===== config.mk =====
export PLATFORM = sky130hd
export DESIGN_NAME = bounded_counting_semaphore_unit
export DESIGN_NICKNAME = d
export VERILOG_FILES = /design/src/rtl/core/bcs_pkg.sv /design/src/rtl/core/bounded_counting_semaphore_unit.sv /design/src/rtl/core/bcs_datapath.sv /design/src/rtl/core/bcs_ctrl.sv
export SDC_FILE = /design/constraint.sdc
export NUM_CORES = 1
export LEC_CHECK = 0
export BUFFER_PORTS_ARGS = -buffer_cell sky130_fd_sc_hd__buf_2
export CAP_MARGIN = 30
export CORE_MARGIN = 5
export CORE_UTILIZATION = 35
export DETAILED_ROUTE_END_ITERATION = 16
export GPL_TIMING_DRIVEN = 0
export HOLD_SLACK_MARGIN = 0.08
export SYNTH_ARGS = -nofsm -noshare
export SYNTH_HDL_FRONTEND = slang
export SYNTH_SLANG_ARGS = --single-unit
export TNS_END_PERCENT = 100

===== constraint.sdc =====
create_clock -name aclk -period 8.6 [get_ports aclk]
set_clock_uncertainty 0.15 [all_clocks]
set_input_delay 0 -clock aclk [delete_from_list [all_inputs] [get_ports aclk]]
set_output_delay 0 -clock aclk [all_outputs]
set_load 0.05 [all_outputs]

===== src/rtl/core/bcs_pkg.sv =====
// Shared constants, codes and controller/datapath interface types of the semaphore unit.
package bcs_pkg;

    localparam int COUNT_W   = 16;
    localparam int ID_W      = 8;
    localparam int QDEPTH    = 16;
    localparam int QIDX_W    = 4;
    localparam int QFILL_W   = 5;
    localparam int ENTRY_W   = ID_W + COUNT_W;
    localparam int KIND_W    = 3;
    localparam int CFG_IDX_W = 1;
    localparam int CFG_DATA_W = 16;
    localparam int S_DATA_W  = 24;
    localparam int M_DATA_W  = 24;

    // Request types.
    localparam logic REQ_WAIT   = 1'b0;
    localparam logic REQ_SIGNAL = 1'b1;

    // Result kinds.
    localparam logic [KIND_W-1:0] KIND_DONE     = 3'd0;
    localparam logic [KIND_W-1:0] KIND_QUEUED   = 3'd1;
    localparam logic [KIND_W-1:0] KIND_REJECTED = 3'd2;
    localparam logic [KIND_W-1:0] KIND_WAKE_WAITER   = 3'd3;
    localparam logic [KIND_W-1:0] KIND_WAKE_SIGNALER = 3'd4;

    // Configuration register indexes.
    localparam logic [CFG_IDX_W-1:0] REG_INITIAL_COUNT = 1'b0;
    localparam logic [CFG_IDX_W-1:0] REG_MAX_COUNT     = 1'b1;

    typedef struct packed {
        logic load_req;
        logic exec_req;
        logic drain;
    } bcs_cmd_t;

    typedef struct packed {
        logic out_free;
        logic more;
    } bcs_status_t;

endpackage


===== src/rtl/core/bounded_counting_semaphore_unit.sv =====
// Top level of the bounded counting semaphore unit.
// Each input word is a wait or signal request; the unit answers with one result word
// for the request itself, followed by one word per thread woken from the opposite
// queue, the final word of a request marked by tlast. A request that wakes nobody
// holds the input through an accept step and a step that forms its result word.
// Each woken thread adds a drain step; every one after the first also adds a fetch
// step before it, since each wake-up pops the queue head and the registered queue
// read must follow it. A result word the receiver has not yet taken holds the next step
// until it is taken. The next request is accepted once the previous one has handed its
// last word to the result register.
// Writing initial_count loads the count and empties both 16-entry queues.
module bounded_counting_semaphore_unit (
    input  logic                              aclk,
    input  logic                              aresetn,
    input  logic                              s_tvalid,
    output logic                              s_tready,
    // Fields from bit 0: requester_id[7:0], amount[23:8].
    input  logic [bcs_pkg::S_DATA_W-1:0]      s_tdata,
    // Fields from bit 0: req_type[0].
    input  logic                              s_tuser,
    output logic                              m_tvalid,
    input  logic                              m_tready,
    // Fields from bit 0: thread_ref[7:0], granted[23:8].
    output logic [bcs_pkg::M_DATA_W-1:0]      m_tdata,
    // Fields from bit 0: result_kind[2:0].
    output logic [bcs_pkg::KIND_W-1:0]        m_tuser,
    output logic                              m_tlast,
    input  logic                              cfg_we,
    input  logic [bcs_pkg::CFG_IDX_W-1:0]     cfg_index,
    input  logic [bcs_pkg::CFG_DATA_W-1:0]    cfg_wdata
);
    import bcs_pkg::*;

    bcs_cmd_t            cmd;
    bcs_status_t         status;
    logic [ID_W-1:0]     res_thread;
    logic [COUNT_W-1:0]  res_granted;

    bcs_ctrl u_ctrl (
        .aclk     (aclk),
        .aresetn  (aresetn),
        .in_valid (s_tvalid),
        .in_ready (s_tready),
        .status   (status),
        .cmd      (cmd)
    );

    bcs_datapath u_datapath (
        .aclk        (aclk),
        .aresetn     (aresetn),
        .cmd         (cmd),
        .status      (status),
        .req_type    (s_tuser),
        .req_id      (s_tdata[ID_W-1:0]),
        .req_amount  (s_tdata[ID_W+COUNT_W-1:ID_W]),
        .cfg_we      (cfg_we),
        .cfg_index   (cfg_index),
        .cfg_wdata   (cfg_wdata),
        .res_valid   (m_tvalid),
        .res_ready   (m_tready),
        .res_kind    (m_tuser),
        .res_thread  (res_thread),
        .res_granted (res_granted),
        .res_last    (m_tlast)
    );

    assign m_tdata = {res_granted, res_thread};

endmodule


===== src/rtl/core/bcs_datapath.sv =====
// Datapath: request register, count, both wait queues and the result register.
module bcs_datapath (
    input  logic                         aclk,
    input  logic                         aresetn,
    input  bcs_pkg::bcs_cmd_t            cmd,
    output bcs_pkg::bcs_status_t         status,
    input  logic                         req_type,
    input  logic [bcs_pkg::ID_W-1:0]     req_id,
    input  logic [bcs_pkg::COUNT_W-1:0]  req_amount,
    input  logic                         cfg_we,
    input  logic [bcs_pkg::CFG_IDX_W-1:0]  cfg_index,
    input  logic [bcs_pkg::CFG_DATA_W-1:0] cfg_wdata,
    output logic                         res_valid,
    input  logic                         res_ready,
    output logic [bcs_pkg::KIND_W-1:0]   res_kind,
    output logic [bcs_pkg::ID_W-1:0]     res_thread,
    output logic [bcs_pkg::COUNT_W-1:0]  res_granted,
    output logic                         res_last
);
    import bcs_pkg::*;

    localparam logic [QFILL_W-1:0] QFULL = QFILL_W'(QDEPTH);

    logic                 type_reg;
    logic [ID_W-1:0]      id_reg;
    logic [COUNT_W-1:0]   amt_reg;
    logic [COUNT_W-1:0]   count_reg, count_next;
    logic [COUNT_W-1:0]   max_reg;

    logic [ENTRY_W-1:0]   wq_mem [QDEPTH];
    logic [ENTRY_W-1:0]   sq_mem [QDEPTH];
    logic [ENTRY_W-1:0]   w_rd_reg, s_rd_reg;
    logic [QIDX_W-1:0]    w_head_reg, s_head_reg;
    logic [QFILL_W-1:0]   w_fill_reg, s_fill_reg;
    logic [QIDX_W-1:0]    w_tail, s_tail;

    logic                 out_valid_reg;
    logic [KIND_W-1:0]    out_kind_reg;
    logic [ID_W-1:0]      out_id_reg;
    logic [COUNT_W-1:0]   out_granted_reg;
    logic                 out_last_reg;

    logic [COUNT_W-1:0]   cap;
    logic [COUNT_W-1:0]   room;
    logic [COUNT_W-1:0]   pop_amt;
    logic [ID_W-1:0]      pop_id;
    logic                 push_w, push_s, pop_w, pop_s;
    logic [KIND_W-1:0]    kind_c;
    logic [ID_W-1:0]      id_c;
    logic [COUNT_W-1:0]   granted_c;
    logic                 last_c;

    assign cap    = (max_reg != '0) ? max_reg : '1;
    assign w_tail = w_head_reg + w_fill_reg[QIDX_W-1:0];
    assign s_tail = s_head_reg + s_fill_reg[QIDX_W-1:0];

    // A wait request drains the signaler queue; a signal drains the waiter queue.
    always_comb begin
        count_next = count_reg;
        push_w     = 1'b0;
        push_s     = 1'b0;
        pop_w      = 1'b0;
        pop_s      = 1'b0;
        kind_c     = KIND_DONE;
        id_c       = id_reg;
        granted_c  = '0;
        last_c     = 1'b1;
        room       = '0;
        pop_amt    = '0;
        pop_id     = '0;
        if (cmd.exec_req) begin
            if (type_reg == REQ_WAIT) begin
                if (count_reg != '0) begin
                    granted_c  = (amt_reg != '0 && count_reg > amt_reg) ? amt_reg : count_reg;
                    count_next = count_reg - granted_c;
                end else if (w_fill_reg < QFULL) begin
                    push_w = 1'b1;
                    kind_c = KIND_QUEUED;
                end else begin
                    kind_c = KIND_REJECTED;
                end
                last_c = !(count_next < cap && s_fill_reg != '0);
            end else begin
                if (max_reg != '0 && count_reg >= max_reg) begin
                    if (s_fill_reg < QFULL) begin
                        push_s = 1'b1;
                        kind_c = KIND_QUEUED;
                    end else begin
                        kind_c = KIND_REJECTED;
                    end
                end else begin
                    room       = (count_reg < cap) ? cap - count_reg : '0;
                    granted_c  = (amt_reg > room) ? room : amt_reg;
                    count_next = count_reg + granted_c;
                end
                last_c = !(count_next != '0 && w_fill_reg != '0);
            end
        end else if (cmd.drain) begin
            if (type_reg == REQ_WAIT) begin
                pop_s      = 1'b1;
                pop_amt    = s_rd_reg[COUNT_W-1:0];
                pop_id     = s_rd_reg[ENTRY_W-1:COUNT_W];
                room       = cap - count_reg;
                granted_c  = (pop_amt != '0 && pop_amt < room) ? pop_amt : room;
                count_next = count_reg + granted_c;
                kind_c     = KIND_WAKE_SIGNALER;
                id_c       = pop_id;
                last_c     = !(count_next < cap && s_fill_reg > QFILL_W'(1));
            end else begin
                pop_w      = 1'b1;
                pop_amt    = w_rd_reg[COUNT_W-1:0];
                pop_id     = w_rd_reg[ENTRY_W-1:COUNT_W];
                granted_c  = (pop_amt != '0 && count_reg > pop_amt) ? pop_amt : count_reg;
                count_next = count_reg - granted_c;
                kind_c     = KIND_WAKE_WAITER;
                id_c       = pop_id;
                last_c     = !(count_next != '0 && w_fill_reg > QFILL_W'(1));
            end
        end
    end

    always_ff @(posedge aclk) begin
        if (!aresetn) begin
            count_reg  <= '0;
            max_reg    <= '0;
            w_head_reg <= '0;
            w_fill_reg <= '0;
            s_head_reg <= '0;
            s_fill_reg <= '0;
        end else if (cfg_we) begin
            if (cfg_index == REG_INITIAL_COUNT) begin
                count_reg  <= cfg_wdata;
                w_head_reg <= '0;
                w_fill_reg <= '0;
                s_head_reg <= '0;
                s_fill_reg <= '0;
            end else begin
                max_reg <= cfg_wdata;
            end
        end else begin
            count_reg <= count_next;
            if (push_w) begin
                w_fill_reg <= w_fill_reg + QFILL_W'(1);
            end else if (pop_w) begin
                w_fill_reg <= w_fill_reg - QFILL_W'(1);
                w_head_reg <= w_head_reg + QIDX_W'(1);
            end
            if (push_s) begin
                s_fill_reg <= s_fill_reg + QFILL_W'(1);
            end else if (pop_s) begin
                s_fill_reg <= s_fill_reg - QFILL_W'(1);
                s_head_reg <= s_head_reg + QIDX_W'(1);
            end
        end
    end

    // Queue storage with registered head reads.
    always_ff @(posedge aclk) begin
        if (push_w) begin
            wq_mem[w_tail] <= {id_reg, amt_reg};
        end
        if (push_s) begin
            sq_mem[s_tail] <= {id_reg, amt_reg};
        end
        w_rd_reg <= wq_mem[w_head_reg];
        s_rd_reg <= sq_mem[s_head_reg];
    end

    always_ff @(posedge aclk) begin
        if (cmd.load_req) begin
            type_reg <= req_type;
            id_reg   <= req_id;
            amt_reg  <= req_amount;
        end
    end

    always_ff @(posedge aclk) begin
        if (!aresetn) begin
            out_valid_reg <= 1'b0;
        end else if (cmd.exec_req || cmd.drain) begin
            out_valid_reg <= 1'b1;
        end else if (res_ready) begin
            out_valid_reg <= 1'b0;
        end
    end

    always_ff @(posedge aclk) begin
        if (cmd.exec_req || cmd.drain) begin
            out_kind_reg    <= kind_c;
            out_id_reg      <= id_c;
            out_granted_reg <= granted_c;
            out_last_reg    <= last_c;
        end
    end

    assign status = '{out_free: (!out_valid_reg || res_ready), more: !last_c};

    assign res_valid   = out_valid_reg;
    assign res_kind    = out_kind_reg;
    assign res_thread  = out_id_reg;
    assign res_granted = out_granted_reg;
    assign res_last    = out_last_reg;

endmodule


===== src/rtl/core/bcs_ctrl.sv =====
// Controller: sequences request intake, the request result and the queue drain.
module bcs_ctrl (
    input  logic                  aclk,
    input  logic                  aresetn,
    input  logic                  in_valid,
    output logic                  in_ready,
    input  bcs_pkg::bcs_status_t  status,
    output bcs_pkg::bcs_cmd_t     cmd
);
    import bcs_pkg::*;

    localparam logic [1:0] ST_IDLE  = 2'd0;
    localparam logic [1:0] ST_EXEC  = 2'd1;
    localparam logic [1:0] ST_DRAIN = 2'd2;
    localparam logic [1:0] ST_FETCH = 2'd3;

    logic [1:0] state_reg, state_next;

    always_comb begin
        state_next   = state_reg;
        cmd          = '0;
        in_ready     = 1'b0;
        unique case (state_reg)
            ST_IDLE: begin
                in_ready = 1'b1;
                if (in_valid) begin
                    cmd.load_req = 1'b1;
                    state_next   = ST_EXEC;
                end
            end
            ST_EXEC: begin
                if (status.out_free) begin
                    cmd.exec_req = 1'b1;
                    state_next   = status.more ? ST_DRAIN : ST_IDLE;
                end
            end
            ST_DRAIN: begin
                if (status.out_free) begin
                    cmd.drain  = 1'b1;
                    state_next = status.more ? ST_FETCH : ST_IDLE;
                end
            end
            // The head pointer just moved; the registered queue read must follow it before the next drain.
            ST_FETCH: begin
                state_next = ST_DRAIN;
            end
            default: begin
                state_next = ST_IDLE;
            end
        endcase
    end

    always_ff @(posedge aclk) begin
        if (!aresetn) begin
            state_reg <= ST_IDLE;
        end else begin
            state_reg <= state_next;
        end
    end

endmodule


==> key figures, run 1 <==
Worst hold path
  – Worst Hold Endpoint: u_datapath.count_reg[5]
  – Hold depth: 5
  – Startpoint of the worst hold path: cfg_wdata[5]
  – Hold crit path type: input port to flip-flop

Die
  – Std-Cell Rows: 128
  – Total die area: 130000 um2
  – Die Y: 361 um
  – Top-Level Pins: 77
  – CORE AREA: 122000 um2
  – Die extent in x: 361 um
  – Initial core utilization: 35.3%

Critical path
  – Critical Path RT: 9050 ps
  – Most numerous cell on the critical path: a21oi_2
  – Crit Reg-Reg Startpoint: u_datapath.count_reg[5]
  – Depth of the most critical reg-to-reg path: 37
  – CP arrival: 8970 ps
  – CP peak stage delay: 710 ps
  – R2r endpoint: u_ctrl.state_reg[0]
  – Setup crit end kind: flip-flop
  – Max FO, Critical Path: 11
  – Worst R2R Setup Slack: 80 ps
  – CP Launch Type: flip-flop
  – Worst-path cell with the longest stage delay: dfxtp_2
  – Setup Crit Path Kind: flip-flop to flip-flop

Timing
  – Fin crit period: 8520 ps
  – Worst hold slack: 143 ps
  – Final worst-path cycle share: 99.1%
  – Post-route worst setup slack: 79.6 ps
  – Final hold vios: 0
  – Slew Limit Headroom: 29.7%
  – Fmax: 0.117 GHz
  – Fin. max-slew vios: 0
  – Final setup fails: 0
  – RSZ-0062 raised after global routing: yes
  – Slew @ Worst Pin: 1050 ps

Logic synthesis
  – Post-synth ARST share: 0%
  – Synthesized instance count: 2882
  – Post-Syn Area: 43100 um2
  – Synth warn: 0
  – #FFs+latches synth: 922
  – Number of synthesized flops with an enable pin: 821
  – Syn Area/Cell: 14.9 um2
  – Synthesized Nets: 3138
  – Sequential-to-total area share from yosys stat: 61.9%
  – Ys flop type: edfxtp_1
  – Distinct cells, synth: 80

Clocking
  – Clk Tree Root Cell: clkbuf_16
  – Worst skew pair latency: 720 ps
  – # H-tree levels: 3
  – Worst-path clk slew: 80 ps
  – CTS Buffer Depth: 3
  – CTS tree: built
  – TritonCTS Sinks: 922
  – CTS Buf Count: 94

Run status
  – Status: complete, no violations

Job
  – Max_cap viols: 0

GRT
  – Pin count of the biggest net entering global routing: 34
  – First-pass GRT wire length: 191000 um
  – GRT Residual Overflow: 0
  – Initial antenna violation count: 8
  – Vias in the first global route: 27500
  – Total GRT Usage: 19.9%

Pwr
  – Worst VDD drop: 250 uV
  – Net Sw Power: 6110 uW
  – Internal power: 9830 uW
  – Combinational power share: 41.4%
  – Final Power: 15900 uW
  – Clock power frac: 25.2%
  – PwrDens: 305 nW/um2
  – Switching portion of total power: 38.3%
  – Leakage: 0.0178 uW
  – Reg power frac: 33.4%

Placed design
  – Post-DP HPWL: 93300 um
  – GPL Wtd Cong: 1.02
  – DP Area: 47000 um2
  – Place WS: -2280 ps
  – Port bufs: 75

Cells and area
  – Fraction of layout cells with a size suffix above 1: 21.6%
  – Largest regs: u_datapath.sq_mem x384, u_datapath.wq_mem x384
  – # diodes: 0
  – Layout area overhead: 21.4%
  – Design area: 52300 um2
  – Final net count: 3527

Detailed routing
  – DR pass1 iterations: 6
  – Routed vias: 27700
  – Routed wire length: 133000 um
  – DRC viols: 0
  – Detailed Route Iter0 Violations: 3149
  – Antenna-violating nets left: 0
  – DR WL/cell: 26.8 um
  – Avg Vias per Cell: 5.57
final cells by class:
class / count / area [um2]
Buffer: 119 / 482
Clock buffer: 124 / 2550
Clock inverter: 50 / 484
Fill cell: 10800 / 69700
Inverter: 131 / 495
Multi-Input combinational cell: 1704 / 16300
Sequential cell: 922 / 26700
Tap cell: 1625 / 2030
Timing Repair Buffer: 299 / 3290
stage by stage:
step	TNS [ps]	utilization, %	cells
final	0	42.9	4974
after global routing	-348	42.9	4974
after CTS	0	42.5	4960
after detailed placement	-6930	38.5	4647
after global placement	-7190	37.3	4582
after floorplan	0	-	2882
cell usage after synthesis (23+ instances only):
cell      count  area share [%]
edfxtp_1    821              57
mux4_2      244              13
ha_1        202             5.9
nor2_1      185             1.6
nand2_1     182             1.6
a21oi_1     167             1.9
inv_1       130             1.1
o21ai_0     103             1.2
dfxtp_1     101             4.7
clkbuf_1     91            0.79
nor3_1       46            0.53
xnor2_1      43            0.87
mux2i_1      39            0.91
buf_1        33            0.29
a21o_1       30            0.52
nand4_1      30            0.44
xor2_1       30            0.61
nand3_1      29            0.34
nor2b_1      28            0.41
nor4_1       26            0.38
a211oi_1     23            0.40
nand2b_1     23            0.33
logic make-up after synthesis:
kind of cell / Yosys count / share of synthesized area [%]
DFF: 922 / 61.9
and+or+nand+nor: 624 / 6.85
AOI/OAI and AO/OA: 503 / 7.32
muxes: 295 / 14.0
buffers and inverters: 256 / 2.23
adders and majority gates: 209 / 6.19
xor gates and xnor gates: 73 / 1.48
routing by layer:
| layer | GRT usage [%] | vias to the layer above | wire, um |
|---|---|---|---|
| met2 | 30.7 | 1275 | 59500 |
| met4 | 6.41 | 4 | 4310 |
| met1 | 28.3 | 14000 | 57400 |
| met3 | 4.46 | 242 | 11800 |
| met5 | 0 | - | 26 |
| li1 | - | 12100 | - |
worst max path at each step:
stage / startpoint / to / cells after the start
2_1_floorplan: u_datapath.max_reg[0] / u_ctrl.state_reg[0] / 43
3_3_place_gp: u_datapath.count_reg[1] / u_datapath.res_last / 38
3_5_place_dp: u_datapath.max_reg[2] / u_ctrl.state_reg[1] / 43
4_1_cts: u_datapath.max_reg[5] / u_datapath.res_last / 33
5_1_grt: u_datapath.max_reg[15] / u_ctrl.state_reg[0] / 41
6_report: u_datapath.count_reg[5] / u_ctrl.state_reg[0] / 37
power by group through the flow:
stage	registers, uW	clock network (uW)	logic (uW)
2_1_floorplan	5430	0	3690
3_3_place_gp	5500	0	5540
3_5_place_dp	5410	0	5740
4_1_cts	5320	4080	6170
5_1_grt	5330	4270	7010
6_report	5320	4020	6600
worst max-delay path, delay by kind of cell, from the launching register on:
family | cells | cell delay [ps]
DFF | 1 | 710
and+or+nand+nor | 11 | 1670
AOI/OAI and AO/OA | 16 | 3450
buffers and inverters | 4 | 750
xor gates and xnor gates | 1 | 90
muxes | 1 | 330
adders and majority gates | 4 | 1220
what timing repair did:
item	CTS	global route
pin swaps	43	42
resized for setup	98	65
endpoints found under the setup margin	6	4
buffers inserted	26	7
hold buffers	117	0
hold endpoints to repair	94	0
layout by cell type, fill, tap and decap left out, types with 94 or more instances in the layout:
cell type / n
nor2_1: 152
a21oi_1: 156
nand2_1: 175
dlygate4sd3_1: 117
inv_1: 127
edfxtp_1: 821
o21ai_0: 94
mux4_2: 244
clkbuf_16: 96
clkbuf_1: 102
ha_1: 184
(Power assumes the default switching activity.)
==> run 2: changes to the inputs <==
--- a/config.mk
+++ b/config.mk
@@ -8,7 +8,7 @@
 export BUFFER_PORTS_ARGS = -buffer_cell sky130_fd_sc_hd__buf_2
 export CAP_MARGIN = 30
 export CORE_MARGIN = 5
-export CORE_UTILIZATION = 35
+export CORE_UTILIZATION = 40
 export DETAILED_ROUTE_END_ITERATION = 16
 export GPL_TIMING_DRIVEN = 0
 export HOLD_SLACK_MARGIN = 0.08
==> run 2 against run 1 <==
Effect of this change:
- hold slack gained 34 ps
- sequential power is essentially flat
- critical path depth up 4
- highest routed layer unchanged
- non-clock buffer count up 6
- worst setup slack worse by 61 ps
- first-iteration DRC count shrank 7.7%
- critical endpoint is now u_datapath.res_last
- cell count is 4.3% lower
- routed wire length down 2.3%
- largest power group unchanged
- combinational power increased by 1%
==> key figures, run 2 (synthesis results as in run 1) <==
Run status
  – Status: complete, no violations

Placed design
  – Placed insts: 4429
  – Place WS: -2610 ps
  – DP Area: 46800 um2
  – GPL Wtd Cong: 1.03
  – Port bufs: 75
  – Post-DP HPWL: 91300 um

Worst hold path
  – Worst Hold Endpoint: u_datapath.count_reg[2]
  – Hold depth: 5
  – Startpoint of the worst hold path: cfg_wdata[2]
  – Hold crit path type: input port to flip-flop

Critical path
  – CP arrival: 8850 ps
  – Critical Path RT: 8870 ps
  – Crit Reg-Reg Startpoint: u_datapath.max_reg[2]
  – Max FO, Critical Path: 7
  – Worst-path cell with the longest stage delay: a221o_1
  – CP Launch Type: flip-flop
  – R2r endpoint: u_datapath.res_last
  – Depth of the most critical reg-to-reg path: 41
  – CP peak stage delay: 430 ps
  – Worst R2R Setup Slack: 20 ps
  – Setup crit end kind: flip-flop
  – Setup Crit Path Kind: flip-flop to flip-flop

Pwr
  – Leakage: 0.0178 uW
  – PwrDens: 309 nW/um2
  – Worst VDD drop: 166 uV
  – Final Power: 16200 uW

Timing
  – Final worst-path cycle share: 99.8%
  – Post-route worst setup slack: 18.5 ps
  – Fin crit period: 8580 ps
  – Fmax: 0.117 GHz
  – Final hold vios: 0
  – Fin. max-slew vios: 0
  – Slew @ Worst Pin: 1030 ps
  – RSZ-0062 raised after global routing: yes
  – Slew Limit Headroom: 31.1%
  – Final setup fails: 0
  – TNS Setup: 0 ps

Detailed routing
  – DR WL/cell: 27.3 um
  – Antenna-violating nets left: 0
  – Routed wire length: 130000 um
  – DR pass1 iterations: 6
  – Detailed Route Iter0 Violations: 2906
  – DRC viols: 0
  – Routed vias: 27500
  – Avg Vias per Cell: 5.78

Cells and area
  – Commonest non-fill, non-tap cell in the layout: edfxtp_1
  – Largest regs: u_datapath.sq_mem x384, u_datapath.wq_mem x384
  – Finished Layout Cells: 4762
  – Commonest non-fill, non-tap cells in the layout: 821 x edfxtp_1, 244 x mux4_2, 181 x ha_1
  – Layout area overhead: 21.3%
  – Design area: 52300 um2
  – Fraction of layout cells with a size suffix above 1: 21.7%
  – Final net count: 3534

Clocking
  – CTS Buf Count: 95
  – CTS tree: built
  – TritonCTS Sinks: 922
  – Worst-path clk slew: 70 ps
  – CTS Buffer Depth: 3
  – Worst skew pair latency: 690 ps
  – # H-tree levels: 3
  – Clk Tree Root Cell: clkbuf_16

Die
  – Initial core utilization: 40.2%
  – CORE AREA: 107000 um2
  – Die Y: 338 um
  – Die extent in x: 338 um
  – Top-Level Pins: 77
  – Total die area: 114000 um2
  – Std-Cell Rows: 120

GRT
  – GRT Residual Overflow: 0
  – Vias in the first global route: 27100
  – Total GRT Usage: 22.2%
  – Initial antenna violation count: 5
  – Pin count of the biggest net entering global routing: 34
  – First-pass GRT wire length: 187000 um

Job
  – Max_cap viols: 0
==> run 2: changes by cell type in the layout (fill, tap and decap cells not counted), moves of 4 or more <==
cell / before / now
buf_12: 1 / 7
buf_16: 33 / 28
bufinv_16: 5 / 13
dlygate4sd3_1: 117 / 122
inv_6: 2 / 6
nand2_8: 0 / 4
==> run 2: per-stage QoR <==
step	hold WS (ps)	util [%]
global placement	27.1	42.2
detailed placement	28.3	43.7
finish	177	48.8
floorplan	-51.1	-
global route	214	48.8
CTS	88.1	48.3
==> run 2: power breakdown <==
group          internal, uW  leakage (uW)  switching (uW)  total [uW]
clock network          2450       0.00152            1700        4150
logic                  2560       0.00807            4110        6670
registers              5080       0.00825             253        5330
total                 10100        0.0178            6070       16200
==> run 2: how the worst max path moves through the flow <==
stage                                start  slack, ps  depth (start not counted)             endpoint
floorplan            u_datapath.max_reg[0]        520                         43  u_ctrl.state_reg[0]
global placement     u_datapath.max_reg[0]      -2710                         39  u_datapath.res_last
detailed placement   u_datapath.max_reg[0]      -2610                         40  u_ctrl.state_reg[1]
CTS                 u_datapath.max_reg[13]       -110                         40  u_ctrl.state_reg[1]
global route         u_datapath.max_reg[2]       -230                         44  u_ctrl.state_reg[1]
finish               u_datapath.max_reg[2]         20                         41  u_datapath.res_last
==> run 2: layout make-up <==
class                           count  area, um2
Antenna cell                        1       2.50
Buffer                            120        494
Clock buffer                      123       2510
Clock inverter                     54        606
Fill cell                        8963      54800
Inverter                          131        497
Multi-Input combinational cell   1704      16400
Sequential cell                   922      26700
Tap cell                         1403       1760
Timing Repair Buffer              304       3280
==> run 2: worst max-delay path: cells and delay by family, from the launching register on <==
family / cells / cell delay [ps]
compound gates: 17 / 3790
xor+xnor: 2 / 390
simple gates: 9 / 1320
buf+inv: 9 / 1350
flops: 1 / 360
fa+ha+maj: 4 / 940
==> run 2: timing repair <==
item / CTS / global route
hold buffers: 122 / 0
gates cloned: 1 / 0
hold endpoints to repair: 98 / 0
endpoints found under the setup margin: 12 / 6
resized for setup: 100 / 89
setup buffers: 22 / 16
pin swaps: 27 / 60
==> run 2: metal layers <==
layer,GRT usage [%],vias to the layer above,wire length (um)
met5,0,-,39
met3,4.30,238,10100
li1,-,12100,-
met2,34.9,1134,60000
met1,30.8,14000,54700
met4,8.23,2,5260
